<file path="config.mk">
export PLATFORM = sky130hd
export DESIGN_NAME = cbz_pipe_ctrl
export DESIGN_NICKNAME = d
export VERILOG_FILES = /design/src/sv/cbz_pkg.sv /design/src/sv/cbz_pipe_ctrl.sv
export SDC_FILE = /design/constraint.sdc
export NUM_CORES = 1
export LEC_CHECK = 0
export BUFFER_PORTS_ARGS = -buffer_cell sky130_fd_sc_hd__clkbuf_2
export CORE_MARGIN = 3
export CORE_UTILIZATION = 30
export DETAILED_ROUTE_END_ITERATION = 16
export PLACE_DENSITY_LB_ADDON = 0.1
export SYNTH_ARGS = -nofsm -noshare
export SYNTH_HDL_FRONTEND = slang
export SYNTH_SLANG_ARGS = --single-unit
</file>
<file path="constraint.sdc">
create_clock -name clk -period 1.79 [get_ports clk]
set_input_delay 0.0895 -clock clk [delete_from_list [all_inputs] [get_ports clk]]
set_output_delay 0.0895 -clock clk [all_outputs]
set_load 0.02 [all_outputs]
</file>
<file path="src/sv/cbz_pkg.sv">
// ----------------------------------------------------------------------------
// cbz_pkg
// Shared types and constants of the cubic Bezier point evaluator.
// ----------------------------------------------------------------------------
`default_nettype none

package cbz_pkg;

	// pipeline depth: level-1 lerp, level-2 product, level-2 sum,
	// level-3 product, level-3 sum with pixel rounding
	localparam int NUM_STAGES   = 5;
	localparam int NUM_CTRL_PTS = 4;
	localparam int CFG_IDX_W    = 3;

	typedef enum logic [CFG_IDX_W-1:0] {
		REG_P0_X = 3'd0,
		REG_P0_Y = 3'd1,
		REG_P1_X = 3'd2,
		REG_P1_Y = 3'd3,
		REG_P2_X = 3'd4,
		REG_P2_Y = 3'd5,
		REG_P3_X = 3'd6,
		REG_P3_Y = 3'd7
	} cfg_reg_t;

	// per-stage load strobes shared by both axis datapaths
	typedef struct packed {
		logic [NUM_STAGES-1:0] load;
	} pipe_ctl_t;

endpackage

`default_nettype wire

</file>
<file path="src/sv/cbz_pipe_ctrl.sv">
// ----------------------------------------------------------------------------
// cbz_pipe_ctrl
// Valid bits, per-stage load strobes and the t register line of the pipeline.
// ----------------------------------------------------------------------------
`default_nettype none

module cbz_pipe_ctrl #(
	parameter int T_FRAC_BITS = 16
) (
	input  wire logic                   clk,
	input  wire logic                   arst_n,
	input  wire logic                   in_valid,
	output logic                        in_ready,
	input  wire logic [T_FRAC_BITS:0]   in_t,
	output logic                        out_valid,
	input  wire logic                   out_ready,
	output cbz_pkg::pipe_ctl_t          ctl,
	output logic      [T_FRAC_BITS:0]   t_sat,
	output logic      [T_FRAC_BITS:0]   t_s1,
	output logic      [T_FRAC_BITS:0]   t_s3
);
	import cbz_pkg::*;

	logic [NUM_STAGES-1:0] valid_q;
	logic [NUM_STAGES:0]   load;
	logic [T_FRAC_BITS:0]  t_s1_q;
	logic [T_FRAC_BITS:0]  t_s2;
	logic [T_FRAC_BITS:0]  t_s3_q;

	// a stage takes new data when it is empty or its content moves on
	always_comb begin
		load[NUM_STAGES] = out_ready;
		for (int k = NUM_STAGES - 1; k >= 0; k--) begin
			load[k] = !valid_q[k] || load[k+1];
		end
	end

	always_ff @(posedge clk or negedge arst_n) begin
		if (!arst_n) begin
			valid_q <= '0;
		end else begin
			if (load[0]) begin
				valid_q[0] <= in_valid;
			end
			for (int k = 1; k < NUM_STAGES; k++) begin
				if (load[k]) begin
					valid_q[k] <= valid_q[k-1];
				end
			end
		end
	end

	// t above one saturates to one
	always_comb begin
		if (in_t[T_FRAC_BITS] && (|in_t[T_FRAC_BITS-1:0])) begin
			t_sat = {1'b1, {T_FRAC_BITS{1'b0}}};
		end else begin
			t_sat = in_t;
		end
	end

	always_ff @(posedge clk) begin
		if (load[0]) begin
			t_s1_q <= t_sat;
		end
		if (load[1]) begin
			t_s2 <= t_s1_q;
		end
		if (load[2]) begin
			t_s3_q <= t_s2;
		end
	end

	assign in_ready  = load[0];
	assign out_valid = valid_q[NUM_STAGES-1];
	assign ctl.load  = load[NUM_STAGES-1:0];
	assign t_s1      = t_s1_q;
	assign t_s3      = t_s3_q;

endmodule

`default_nettype wire

</file>
==> results.yml <==
layout:
  areaGrowthSynthToFinish_pct: 32.04
  final_util: 0.4195
  drive_gt1_frac: 0.5359
  diodes: 0
  regArea_sq_mm: 0.001657
  finalNetCount: 201
  multi_input_area_sq_um: 266.5
  fill_cells: 578
floorplan:
  die_h_um: 86.35
  ios: 79
  num_rows: 28
  fp.dieW_um: 86.35
  core_area_sq_mm: 0.006096
  die-area_sq_mm: 0.007456
  start_util: 0.3177
setup_path:
  cp_top_family: "buffers and inverters"
  critical_path_buf_inv_count: 2
  cp_max_fo: 20
  worstPathCellList: "and4b_1, nand3_2, buf_4, clkbuf_2"
  reg2reg_from: "valid_q[3]"
  cp_slowest_stage_delay_ns: 0.41
  r2r_end: "t_s1[1]"
  reg2reg_depth: 3
  cp-end-kind: "output pin"
  r2r_setup_slack_ns: 0.46
  start_kind: "register"
  crit_type: "reg2out"
  crit_arrival_ns: 1.55
  crit_path_top_delay_cell: "dfrtp_1"
  critPathRequiredTime_ns: 1.70
yosys:
  syn_area_per_cell_sq_um: 21.28
  yosysSeqAreaShare: 0.8553
  syn-num-nets: 112
  synth_cell_type_count: 15
  ys.flop_type: "edfxtp_1"
  syn_inst: 91
  yosys.area.top_type_share: 0.7907
  ys_top_cells_by_area: "edfxtp_1, dfrtp_1, nor2b_1"
  ys_seq_elements: 56
  async_flop_share: 0.08929
  synthTopCellsByCount: "edfxtp_1, nor2b_1, nand2b_1"
  synth_edf_count: 51
  synth_most_common_cell: "edfxtp_1"
  yosys_warnings: 0
  syn-cell-area_sq_mm: 0.001937
  synth_largest_area_cell: "edfxtp_1"
clocking:
  cts.sinks: 56
  clock_latency_ns: 0.31
  numCtsBuffers: 5
  cts-resized-gates: 0
  clkSlewWorstSetupHoldPaths_ns: 0.10
  root_buffer: "clkbuf_8"
  cts_tree: "done"
  cts_buffer_depth: 2
  htree_levels: 2
power_and_ir_drop:
  combPwrFrac: 0.177
  p_leak_nw: 1.091
  power_w: 0.002954
  switching_share: 0.2854
  ir_worst_vdd_mv: 0.3581
  power.internal_w: 0.002111
  p_seq_frac: 0.591
  p_switching_w: 0.0008432
  powerDensity_mw_per_mm2: 1155
  clock_power_share: 0.232
worst_hold_path:
  hold_class: "in2reg"
  hp-start: "out_ready"
  hold_end: "valid_q[4]"
  hold_depth: 3
timing:
  min_period_over_period: 0.9175
  finalSetupViolCount: 0
  tns_ns: 0
  fin_crit_ns: 1.642
  maxSlewViolCount: 0
  clock_skew_ns: 0.007157
  rsz0062_at_grt: "no"
  final-hold-violation-count: 0
  relSlewSlack: 0.7305
  fmax_mhz: 608.9
  worst_pin_slew_ns: 0.4029
drt:
  first_iter_violations: 54
  avgViaCountPerCell: 4.285
  wl_per_cell_um: 15.25
  vias: 1097
  dr.pass1.iters: 3
  drc: 0
  antenna_left: 0
  wirelength_mm: 3.905
flow_run:
  cap_violations: 0
grt:
  grt_max_degree: 21
  first_global_vias: 1157
  antenna_found_initial: 0
  overflow: 0
  grt_pass1_wl_mm: 6.065
  grtUsageTotal: 0.1099
placed_design:
  gp_congestion: 0.7935
  hpwl_mm: 2.966
  port_buffers: 78
outcome:
  outcome: "completed"
[area by class of cell]
type | instances | share of cell area
multi-input cells | 31 | 0.1042
flip-flops and latches | 56 | 0.6478
well taps | 75 | 0.03669
inverters | 2 | 0.002935
clock inverters | 3 | 0.009296
clock buffers | 5 | 0.02691
repair buffers | 84 | 0.1722
[layer usage]
layer	vias to the layer above	wire [um]	track usage
met2	43	2076	0.1940
li1	516	-	-
met5	-	0	0
met1	533	1501	0.1248
met3	5	270	0.03517
met4	0	56	0.03824
[power groups by stage]
stage | clock (W) | combinational, W | sequential (W)
after floorplan | 0 | 0.000132 | 0.00193
after global placement | 0 | 0.000529 | 0.00177
after detailed placement | 0 | 0.000530 | 0.00178
after CTS | 0.000711 | 0.000535 | 0.00175
after global routing | 0.000766 | 0.000556 | 0.00177
final | 0.000687 | 0.000523 | 0.00174
[how the worst max path moves through the flow]
stage               startpoint   endpoint  slack, ns  cells after the start
global route        valid_q[3]     ctl[1]       0.05                      4
floorplan           valid_q[4]    t_s2[0]       0.18                      2
CTS                 valid_q[4]   in_ready       0.12                      4
global placement       in_t[4]   t_sat[3]       0.40                      5
detailed placement    in_t[15]  t_sat[10]       0.34                      5
finish              valid_q[3]   in_ready       0.15                      4
[cell families (layout without fill, tap and decap cells)]
family | after synthesis | count (layout) | share of synthesized area
and+or+nand+nor | 30 | 30 | 0.1208
AOI/OAI and AO/OA | 1 | 1 | 0.01421
buffers and inverters | 4 | 94 | 0.009691
DFF | 56 | 56 | 0.8553
[cells in the final DEF, fill, tap and decap left out]
cell	instances
nand2b_1	6
clkinvlp_4	2
buf_4	4
clkinv_4	1
clkbuf_2	78
dlygate4sd3_1	2
nor4_4	2
nor4_2	2
nand3_2	1
clkbuf_8	5
edfxtp_1	51
dfrtp_1	5
nand2_1	1
and4b_1	1
nand3b_1	1
inv_1	2
nor2b_2	1
nor2b_1	15
a41oi_4	1
[worst min-delay path: stages]
cell	delay, ns
clkbuf_2	0.09
nand2b_1	0.11
nand2b_1	0.06
[through the flow]
| step | setup WS [ns] | hold slack (ns) | cell area, sq um | instances |
|---|---|---|---|---|
| 6_report | 0.1476 | 0.07750 | 2557 | 256 |
| 5_1_grt | 0.05353 | 0.08782 | 2557 | 256 |
| 4_1_cts | 0.1237 | 0.07616 | 2557 | 256 |
| 3_5_place_dp | 0.3434 | -0.08253 | 2445 | 246 |
| 3_3_place_gp | 0.3954 | -0.09118 | 2445 | 246 |
| 2_1_floorplan | 0.1821 | -0.2061 | 1942 | 91 |
[registers in the layout, summed over array words and instances (netlist names)]
| signal | cells |
|---|---|
| valid_q | 5 |
| t_s1 | 17 |
| t_s2 | 17 |
| t_s3 | 17 |
[timing repair]
action	in CTS	in global routing
hold endpoints to repair	6	0
hold buffers	2	0
buffers inserted	0	0
(Power assumes the default switching activity.)
