==> src/sv/cbz_pkg.sv <==
// ----------------------------------------------------------------------------
// cbz_pkg
// Shared types and constants of the cubic Bezier point evaluator.
// ----------------------------------------------------------------------------
`default_nettype none

package cbz_pkg;

	// pipeline depth: level-1 lerp, level-2 product, level-2 sum,
	// level-3 product, level-3 sum with pixel rounding
	localparam int NUM_STAGES   = 5;
	localparam int NUM_CTRL_PTS = 4;
	localparam int CFG_IDX_W    = 3;

	typedef enum logic [CFG_IDX_W-1:0] {
		REG_P0_X = 3'd0,
		REG_P0_Y = 3'd1,
		REG_P1_X = 3'd2,
		REG_P1_Y = 3'd3,
		REG_P2_X = 3'd4,
		REG_P2_Y = 3'd5,
		REG_P3_X = 3'd6,
		REG_P3_Y = 3'd7
	} cfg_reg_t;

	// per-stage load strobes shared by both axis datapaths
	typedef struct packed {
		logic [NUM_STAGES-1:0] load;
	} pipe_ctl_t;

endpackage

`default_nettype wire

==> src/sv/cbz_cfg_regs.sv <==
// ----------------------------------------------------------------------------
// cbz_cfg_regs
// Control point register file, written through a plain indexed write port.
// ----------------------------------------------------------------------------
`default_nettype none

module cbz_cfg_regs #(
	parameter int COORD_BITS = 10
) (
	input  wire logic                                            clk,
	input  wire logic                                            arst_n,
	input  wire logic                                            cfg_wen,
	input  wire logic [cbz_pkg::CFG_IDX_W-1:0]                   cfg_idx,
	input  wire logic [COORD_BITS-1:0]                           cfg_wdata,
	output logic      [cbz_pkg::NUM_CTRL_PTS-1:0][COORD_BITS-1:0] ctrl_x,
	output logic      [cbz_pkg::NUM_CTRL_PTS-1:0][COORD_BITS-1:0] ctrl_y
);
	import cbz_pkg::*;

	logic [NUM_CTRL_PTS-1:0][COORD_BITS-1:0] x_q;
	logic [NUM_CTRL_PTS-1:0][COORD_BITS-1:0] y_q;

	always_ff @(posedge clk or negedge arst_n) begin
		if (!arst_n) begin
			x_q <= '0;
			y_q <= '0;
		end else if (cfg_wen) begin
			case (cfg_reg_t'(cfg_idx))
				REG_P0_X: x_q[0] <= cfg_wdata;
				REG_P0_Y: y_q[0] <= cfg_wdata;
				REG_P1_X: x_q[1] <= cfg_wdata;
				REG_P1_Y: y_q[1] <= cfg_wdata;
				REG_P2_X: x_q[2] <= cfg_wdata;
				REG_P2_Y: y_q[2] <= cfg_wdata;
				REG_P3_X: x_q[3] <= cfg_wdata;
				REG_P3_Y: y_q[3] <= cfg_wdata;
				default: begin
				end
			endcase
		end
	end

	assign ctrl_x = x_q;
	assign ctrl_y = y_q;

endmodule

`default_nettype wire

==> config.mk <==
export PLATFORM = sky130hd
export DESIGN_NAME = cbz_cfg_regs
export DESIGN_NICKNAME = d
export VERILOG_FILES = /design/src/sv/cbz_pkg.sv /design/src/sv/cbz_cfg_regs.sv
export SDC_FILE = /design/constraint.sdc
export NUM_CORES = 1
export LEC_CHECK = 0
export BUFFER_PORTS_ARGS = -buffer_cell sky130_fd_sc_hd__buf_2
export CAP_MARGIN = 20
export CORE_MARGIN = 2
export CORE_UTILIZATION = 51
export DETAILED_ROUTE_END_ITERATION = 16
export PLACE_DENSITY_LB_ADDON = 0.25
export SETUP_SLACK_MARGIN = 0.02
export SYNTH_ARGS = -nofsm -noshare
export SYNTH_HDL_FRONTEND = slang
export SYNTH_SLANG_ARGS = --single-unit
==> constraint.sdc <==
create_clock -name clk -period 1.07 [get_ports clk]
set_clock_uncertainty 0.1 [all_clocks]
set_input_delay 0.1605 -clock clk [delete_from_list [all_inputs] [get_ports clk]]
set_output_delay 0.1605 -clock clk [all_outputs]
set_load 0.005 [all_outputs]
==> reports/metrics.yaml, run 1 <==
num_rows: 28
timing.hold.ws_ps: 60.9
dominant_cell_by_count_in_the_synthesized_netlist: "dfrtp_1"
port_buffers: 95
tritoncts: "done"
largest_net_degree_at_the_start_of_global_routing: 81
layout_min_cycle_time_ps: 1160
starting_density: 0.531
drc: 0
syn-instance-count: 175
via_count_of_the_first_global_routing_pass: 1951
static-leakage-power_uw: 0.00226
cp_slowest_stage_delay_ps: 410
totalNegativeSetupSlack_ps: -3500
worst_ep_required_time_ps: 810
synthFlopType: "dfrtp_1"
max_slew.worst_pin.slew_ps: 415
violations: "setup timing"
die_area_um2: 6850
netlist_top_cells_area: "dfrtp_1 63%, mux2_2 18%, mux2_4 14%"
max_clock_freq_ghz: 0.866
rsz0062_at_grt: "true"
r2r_cells: 3
clock-root-buffer: "clkbuf_8"
hp-start: "cfg_wdata[7]"
synth_cell_types: 10
worst_r2r_endpoint: "ctrl_x[2]"
postSynthRegisterBits: 80
clkLatencyLatePin_ps: 340
gp_routability_congestion: 0.785
drt_first_pass_iters: 4
synthDominantAreaCellType: "dfrtp_1"
holdPathStages: 2
timing.hold.worst_endpoint: "ctrl_x[17]"
layout_setup_ws_ps: -85.2
clockBufferDepth: 2
layout-drive-gt1-share: 0.733
synth-edff-count: 0
htree_num_levels: 3
min-delay-path-class: "input port to register"
yosysSeqAreaShare: 0.633
outcome: "complete, but fails checks"
synth_common_cells: "80 x dfrtp_1, 50 x mux2_2, 30 x mux2_4"
final_net_count: 345
diodes: 0
detailedPlace.worstSlack_ps: -309
grt_pass1_wl_mm: 10.7
synthesis.yosys.warnings: 0
worst_path_max_delay_cell: "dfrtp_1"
antenna_left: 0
max_slew_margin: 0.723
hpwlAfterDp_mm: 4.61
startpoint_of_the_most_critical_register_to_register_path: "ctrl_x[2]"
timing.critical_path.buf_inv: 1
final_core_util: 0.750
grt_util_all_layers: 0.224
powerDensity_nw_per_um2: 2030
cp_max_fo: 2
number_of_antenna_violations_at_the_first_check_in_global_routing: 0
cts-buffers-inserted: 9
synthesis.area_per_instance_um2: 18.1
setup.worst_path.end_class: "output pin"
setup_viol: 88
areaGrowthSynthToFinish_pct: 41.2
worstSetupStartpointType: "register"
rrSetupSlack_ps: -60
drt-total-wl_mm: 7.33
drv_cap: 0
critical_path_class: "register to output pin"
core_um2: 5960
synthesis.nets: 191
vias: 2105
layout.filler_cells: 397
path_cells: "buf_2"
clock_sink_count: 80
critPathArrivalTime_ps: 890
synthesis.area_um2: 3160
detail_route.wl_per_cell_um: 18.0
die_y_um: 82.8
max_slew_violation_count: 0
hold_viol: 0
die_width_um: 82.8
finalCritPeriodShare: 1.08
cts.clk_slew.worst_paths_ps: 80
io_pins: 96
initialDrtViolationCount: 99
avgViaCountPerCell: 5.16
startpoint: "ctrl_x[3]"
synth.top_cell.area_share: 0.633
cpLargestDelayFamily: "flip-flops"
grt_overflow_total: 0
worst_ir_drop_vdd_mv: 1.13
synthArstFlopShare: 1.00
-- sequential cells by signal, indices dropped and copies added, names as in the netlist --
name / flops
ctrl_x: 40
ctrl_y: 40
-- report_power, final --
part           leakage (uW)  switching [uW]  internal, uW
combinational       0.00118             810          1590
clock              0.000117            1010          1600
sequential         0.000960             357          3690
-- timing repair --
item	4_1_cts	5_1_grt
hold buffers	1	0
setup buffers	28	13
setup endpoints to repair	80	80
resized for setup	0	4
hold endpoints to repair	80	0
-- worst max-delay path by stage --
stage | cells past startpoint | to
global placement | 4 | ctrl_x[10]
global route | 1 | ctrl_x[3]
finish | 1 | ctrl_x[3]
floorplan | 3 | ctrl_x[0]
detailed placement | 4 | ctrl_x[4]
CTS | 1 | ctrl_x[3]
-- metrics by stage --
stage                     power, uW  cell area [um2]  instances
final                          9070             4470        408
after global routing           9560             4470        408
after CTS                      8920             4350        395
after detailed placement       5970             3900        351
after global placement         5900             3900        351
after floorplan                4960             3210        175
-- cells by family (layout without fill, tap and decap cells) --
kind of cell	Yosys count	in the layout	synth area share
muxes	80	80	0.320
DFF	80	80	0.633
and+or+nand+nor	8	8	0.0289
buffers and inverters	7	165	0.0178
-- area by class of cell --
class | instances | area, um2 | area share
clock buffer | 12 | 145 | 0.0325
multi-input combinational | 88 | 1150 | 0.259
clock inverter | 3 | 90.1 | 0.0202
timing repair buffer | 150 | 980 | 0.219
sequential | 80 | 2000 | 0.448
tap | 75 | 93.8 | 0.0210
-- per-layer routing --
metal  up-vias  wire, um  global-route usage
met4         0        49              0.0934
met5         -         0                   0
met2        61      3490               0.334
met3         6       411              0.0554
li1        938         -                   -
met1      1100      3390               0.314
-- cell usage in the layout (no fill, tap or decap), drive strengths merged --
cell type,count
clkbuf,12
nand4,1
dlygate4sd3,1
nor4b,1
bufinv,3
nand4b,3
buf,149
mux2,80
and4bb,3
dfrtp,80
(Power assumes the default switching activity.)
==> inputs of run 2 (changes only) <==
--- a/config.mk
+++ b/config.mk
@@ -7,7 +7,6 @@
 export LEC_CHECK = 0
 export BUFFER_PORTS_ARGS = -buffer_cell sky130_fd_sc_hd__buf_2
 export CAP_MARGIN = 20
-export CORE_MARGIN = 2
 export CORE_UTILIZATION = 51
 export DETAILED_ROUTE_END_ITERATION = 16
 export PLACE_DENSITY_LB_ADDON = 0.25
==> run 2 against run 1 <==
The run still ends with setup timing left; via count grew 0.48%; largest cell class unchanged; setup slack improved by 19 ps; largest power group unchanged; power down 3.4%; non-clock buffer count grew 11; cell count is 2.7% higher; combinational power grew 2%; fmax is 1.6% higher; sequential share of layout area is 0.11 points lower; die area is 4.8% lower; cell area is 0.25% higher.
==> reports/metrics.yaml, run 2 (synthesis gave the netlist of run 1 again) <==
max_clock_freq_ghz: 0.880
layout_min_cycle_time_ps: 1140
rrSetupSlack_ps: -50
rsz0062_at_grt: "true"
timing.critical_path.buf_inv: 1
setup.worst_path.end_class: "output pin"
cts.clk_slew.worst_paths_ps: 80
mostFrequentLayoutCell: "buf_2"
grt_util_all_layers: 0.234
worst_r2r_endpoint: "ctrl_x[3]"
startpoint_of_the_most_critical_register_to_register_path: "ctrl_x[3]"
min-delay-path-class: "input port to register"
num_rows: 28
initialDrtViolationCount: 78
drv_cap: 0
die_y_um: 80.8
number_of_antenna_violations_at_the_first_check_in_global_routing: 0
layout_setup_ws_ps: -66.6
critPathArrivalTime_ps: 880
htree_num_levels: 3
clock_sink_count: 80
antenna_left: 0
detailedPlace.worstSlack_ps: -298
max_slew_margin: 0.794
static-leakage-power_uw: 0.00229
setup_viol: 88
tritoncts: "done"
hpwlAfterDp_mm: 4.88
worstSetupStartpointType: "register"
max_slew_violation_count: 0
layout.cells.most_common_list: "94 x buf_2, 80 x dfrtp_1, 60 x buf_4"
starting_density: 0.531
drt_first_pass_iters: 4
worst_path_max_delay_cell: "dfrtp_1"
hold_viol: 0
vias: 2115
holdPathStages: 2
detail_route.wl_per_cell_um: 17.2
clkLatencyLatePin_ps: 330
powerDensity_nw_per_um2: 1960
core_um2: 5960
die_width_um: 80.8
r2r_cells: 3
cpLargestDelayFamily: "flip-flops"
grt_overflow_total: 0
violations: "setup timing"
cp_max_fo: 2
final_core_util: 0.752
worst_ep_required_time_ps: 810
clockBufferDepth: 2
layout-drive-gt1-share: 0.741
cp_slowest_stage_delay_ps: 410
io_pins: 96
max_slew.worst_pin.slew_ps: 309
via_count_of_the_first_global_routing_pass: 2059
drc: 0
avgViaCountPerCell: 5.05
cts-buffers-inserted: 9
path_cells: "buf_2"
die_area_um2: 6520
areaGrowthSynthToFinish_pct: 41.5
drt-total-wl_mm: 7.21
grt_pass1_wl_mm: 10.7
gp_routability_congestion: 0.751
outcome: "complete, but fails checks"
hp-start: "cfg_wdata[6]"
largest_net_degree_at_the_start_of_global_routing: 28
finalCritPeriodShare: 1.06
clock-root-buffer: "clkbuf_8"
diodes: 0
critical_path_class: "register to output pin"
worst_ir_drop_vdd_mv: 1.34
timing.hold.worst_endpoint: "ctrl_x[16]"
port_buffers: 95
final_net_count: 356
run 2: changes by cell type in the layout (fill, tap and decap cells not counted), sizes merged:
cell | before | now
clkbuf | 12 | 11
clkinv | 0 | 2
bufinv | 3 | 2
buf | 149 | 160
run 2: cell type report:
cell class,count,area [um2]
clock buffer,11,131
clock inverter,4,70.1
fill,384,1480
multi-input combinational,88,1150
sequential,80,2000
tap,75,93.8
timing repair buffer,161,1020
run 2: worst max path at each step:
stage / startpoint / endpoint / slack (ps) / cells past startpoint
after detailed placement: cfg_idx[1] / ctrl_x[5] / -300 / 4
after global placement: cfg_idx[1] / ctrl_x[0] / -260 / 4
after CTS: ctrl_x[23] / ctrl_x[23] / -80 / 1
after floorplan: cfg_idx[1] / ctrl_x[0] / -70 / 3
final: ctrl_x[5] / ctrl_x[5] / -70 / 1
after global routing: ctrl_x[8] / ctrl_x[8] / -110 / 1
run 2: what timing repair did:
| item | CTS | global route |
|---|---|---|
| hold buffers | 1 | 0 |
| gates resized for setup | 0 | 4 |
| buffers inserted | 32 | 12 |
| endpoints found under the hold margin | 80 | 0 |
| setup endpoints to repair | 80 | 80 |
run 2: stage by stage:
step | hold WS (ps) | total power [uW] | area (um2) | setup TNS (ps) | std cells
4_1_cts | 39.0 | 8650 | 4370 | -4230 | 407
2_1_floorplan | -235 | 4960 | 3210 | -1670 | 175
6_report | 57.3 | 8760 | 4480 | -2960 | 419
3_3_place_gp | -24.0 | 5900 | 3920 | -16230 | 359
5_1_grt | 59.0 | 9210 | 4480 | -6330 | 419
3_5_place_dp | -24.6 | 5970 | 3920 | -17860 | 359
run 2: power breakdown:
part           switching [uW]  internal (uW)
Combinational             815           1630
Clock                     987           1300
Sequential                340           3690
Total                    2140           6610
run 2: metal layers:
metal / track usage / vias to the layer above / share of wire
li1: - / 959 / -
met1: 0.306 / 1086 / 0.44
met2: 0.386 / 62 / 0.50
met3: 0.0461 / 8 / 0.045
met4: 0.0911 / 0 / 0.010
met5: 0 / - / 0
==> inputs of run 3 (changes only) <==
--- a/config.mk
+++ b/config.mk
@@ -10,6 +10,7 @@
 export CORE_UTILIZATION = 51
 export DETAILED_ROUTE_END_ITERATION = 16
 export PLACE_DENSITY_LB_ADDON = 0.25
+export REMOVE_ABC_BUFFERS = 1
 export SETUP_SLACK_MARGIN = 0.02
 export SYNTH_ARGS = -nofsm -noshare
 export SYNTH_HDL_FRONTEND = slang
==> run 3 against run 2 <==
The run still ends with setup timing left; combinational power is 4% lower; cell count shrank 1.4%; critical path depth unchanged; sequential power is essentially flat; power grew 6.1%; core utilization up 0.88 points; non-clock buffer count is 7 lower; routed wire length grew 2.9%; die area is the same; sequential share of layout area shrank 0.52 points; clock-buffer cell count unchanged; hold slack got worse by 8.2 ps.
==> reports/metrics.yaml, run 3 (synthesis gave the netlist of run 1 again) <==
critical_path_depth: 1
mostFrequentLayoutCell: "buf_2"
gp_routability_congestion: 0.745
max_slew_margin: 0.829
totalNegativeSetupSlack_ps: -3820
largest_net_degree_at_the_start_of_global_routing: 34
clockBufferDepth: 2
holdPathStages: 2
layout.filler_cells: 366
io_pins: 96
final_core_util: 0.761
grt_util_all_layers: 0.239
outcome: "complete, but fails checks"
num_rows: 28
clock-root-buffer: "clkbuf_8"
initialDrtViolationCount: 27
max_clock_freq_ghz: 0.875
starting_density: 0.531
final_area_um2: 4530
areaGrowthSynthToFinish_pct: 43.2
critical_path_class: "register to output pin"
htree_num_levels: 3
layout.cells.most_common_list: "94 x buf_2, 80 x dfrtp_1, 49 x mux2_2"
worst_path_max_delay_cell: "dfrtp_1"
violations: "setup timing"
max_slew.worst_pin.slew_ps: 256
cp_slowest_stage_delay_ps: 400
worstSetupStartpointType: "register"
critPathArrivalTime_ps: 880
rsz0062_at_grt: "true"
cp_max_fo: 2
drt-total-wl_mm: 7.42
tritoncts: "done"
path_cells: "buf_2"
cts.clk_slew.worst_paths_ps: 80
finalPower_uw: 9290
min-delay-path-class: "input port to register"
die_y_um: 80.8
cpLargestDelayFamily: "flip-flops"
drv_cap: 0
drt_first_pass_iters: 4
powerDensity_nw_per_um2: 2050
diodes: 0
detail_route.wl_per_cell_um: 18.0
setup_viol: 87
via_count_of_the_first_global_routing_pass: 2069
worst_ep_required_time_ps: 810
die_width_um: 80.8
port_buffers: 95
timing.critical_path.buf_inv: 1
static-leakage-power_uw: 0.00228
dp_cells: 357
finalCritPeriodShare: 1.07
drc: 0
clkLatencyLatePin_ps: 340
vias: 2089
number_of_antenna_violations_at_the_first_check_in_global_routing: 0
layout_setup_ws_ps: -73.3
cts-buffers-inserted: 9
max_slew_violation_count: 0
layout-drive-gt1-share: 0.740
layoutNonFillerInstCount: 413
core_um2: 5960
final_net_count: 349
hold_viol: 0
placement.cell_area_um2: 3940
antenna_left: 0
grt_overflow_total: 0
hpwlAfterDp_mm: 4.70
avgViaCountPerCell: 5.06
grt_pass1_wl_mm: 11.0
clock_sink_count: 80
die_area_um2: 6520
setup.worst_path.end_class: "output pin"
r2r_cells: 3
worst_ir_drop_vdd_mv: 1.29
layout_min_cycle_time_ps: 1140
-- run 3: cell count changes in the layout (fill, tap and decap cells not counted), sizes merged --
cell | previous run | this run
clkinv | 2 | 0
clkinvlp | 0 | 1
buf | 160 | 153
bufinv | 2 | 4
-- run 3: layout make-up --
| class | count | area (um2) | share of cell area |
|---|---|---|---|
| flip-flops and latches | 80 | 2000 | 0.442 |
| multi-input cells | 88 | 1120 | 0.247 |
| well taps | 75 | 93.8 | 0.0207 |
| repair buffers | 154 | 1050 | 0.231 |
| clock inverters | 5 | 128 | 0.0282 |
| clock buffers | 11 | 141 | 0.0312 |
-- run 3: worst paths after layout --
path	from	end	slack, ps
max in group asynchronous	arst_n	ctrl_y[31]	290
worst max-delay path	ctrl_y[20]	ctrl_y[20]	-70
min in group asynchronous	arst_n	ctrl_x[24]	120
worst min-delay path	cfg_wdata[6]	ctrl_x[16]	50
worst min register to register	ctrl_y[23]	ctrl_y[23]	400
worst max register to register	ctrl_y[9]	ctrl_y[9]	-50
-- run 3: where the power goes --
group	internal (uW)	switching (uW)	leakage, uW
Combinational	1550	800	0.00119
Clock	1850	1060	0.000130
Sequential	3690	346	0.000960
Total	7090	2210	0.00228
-- run 3: repair_timing --
action / CTS / global route
resized for setup: 0 / 4
cloned: 0 / 0
setup endpoints to repair: 80 / 80
pin swaps: 0 / 0
hold buffers: 1 / 0
endpoints found under the hold margin: 80 / 0
setup buffers: 27 / 12
-- run 3: metal layers --
layer | GRT usage | up-vias | share of wire
met5 | 0 | - | 0
met4 | 0.0946 | 0 | 0.021
met3 | 0.0663 | 15 | 0.044
met2 | 0.402 | 63 | 0.51
met1 | 0.292 | 1061 | 0.43
li1 | - | 950 | -
-- run 3: per-stage QoR --
stage | hold slack (ps) | setup slack, ps
2_1_floorplan | -235 | -434
3_3_place_gp | -57.1 | -278
3_5_place_dp | -53.8 | -308
4_1_cts | 35.4 | -90.1
5_1_grt | 41.0 | -117
6_report | 49.1 | -73.3
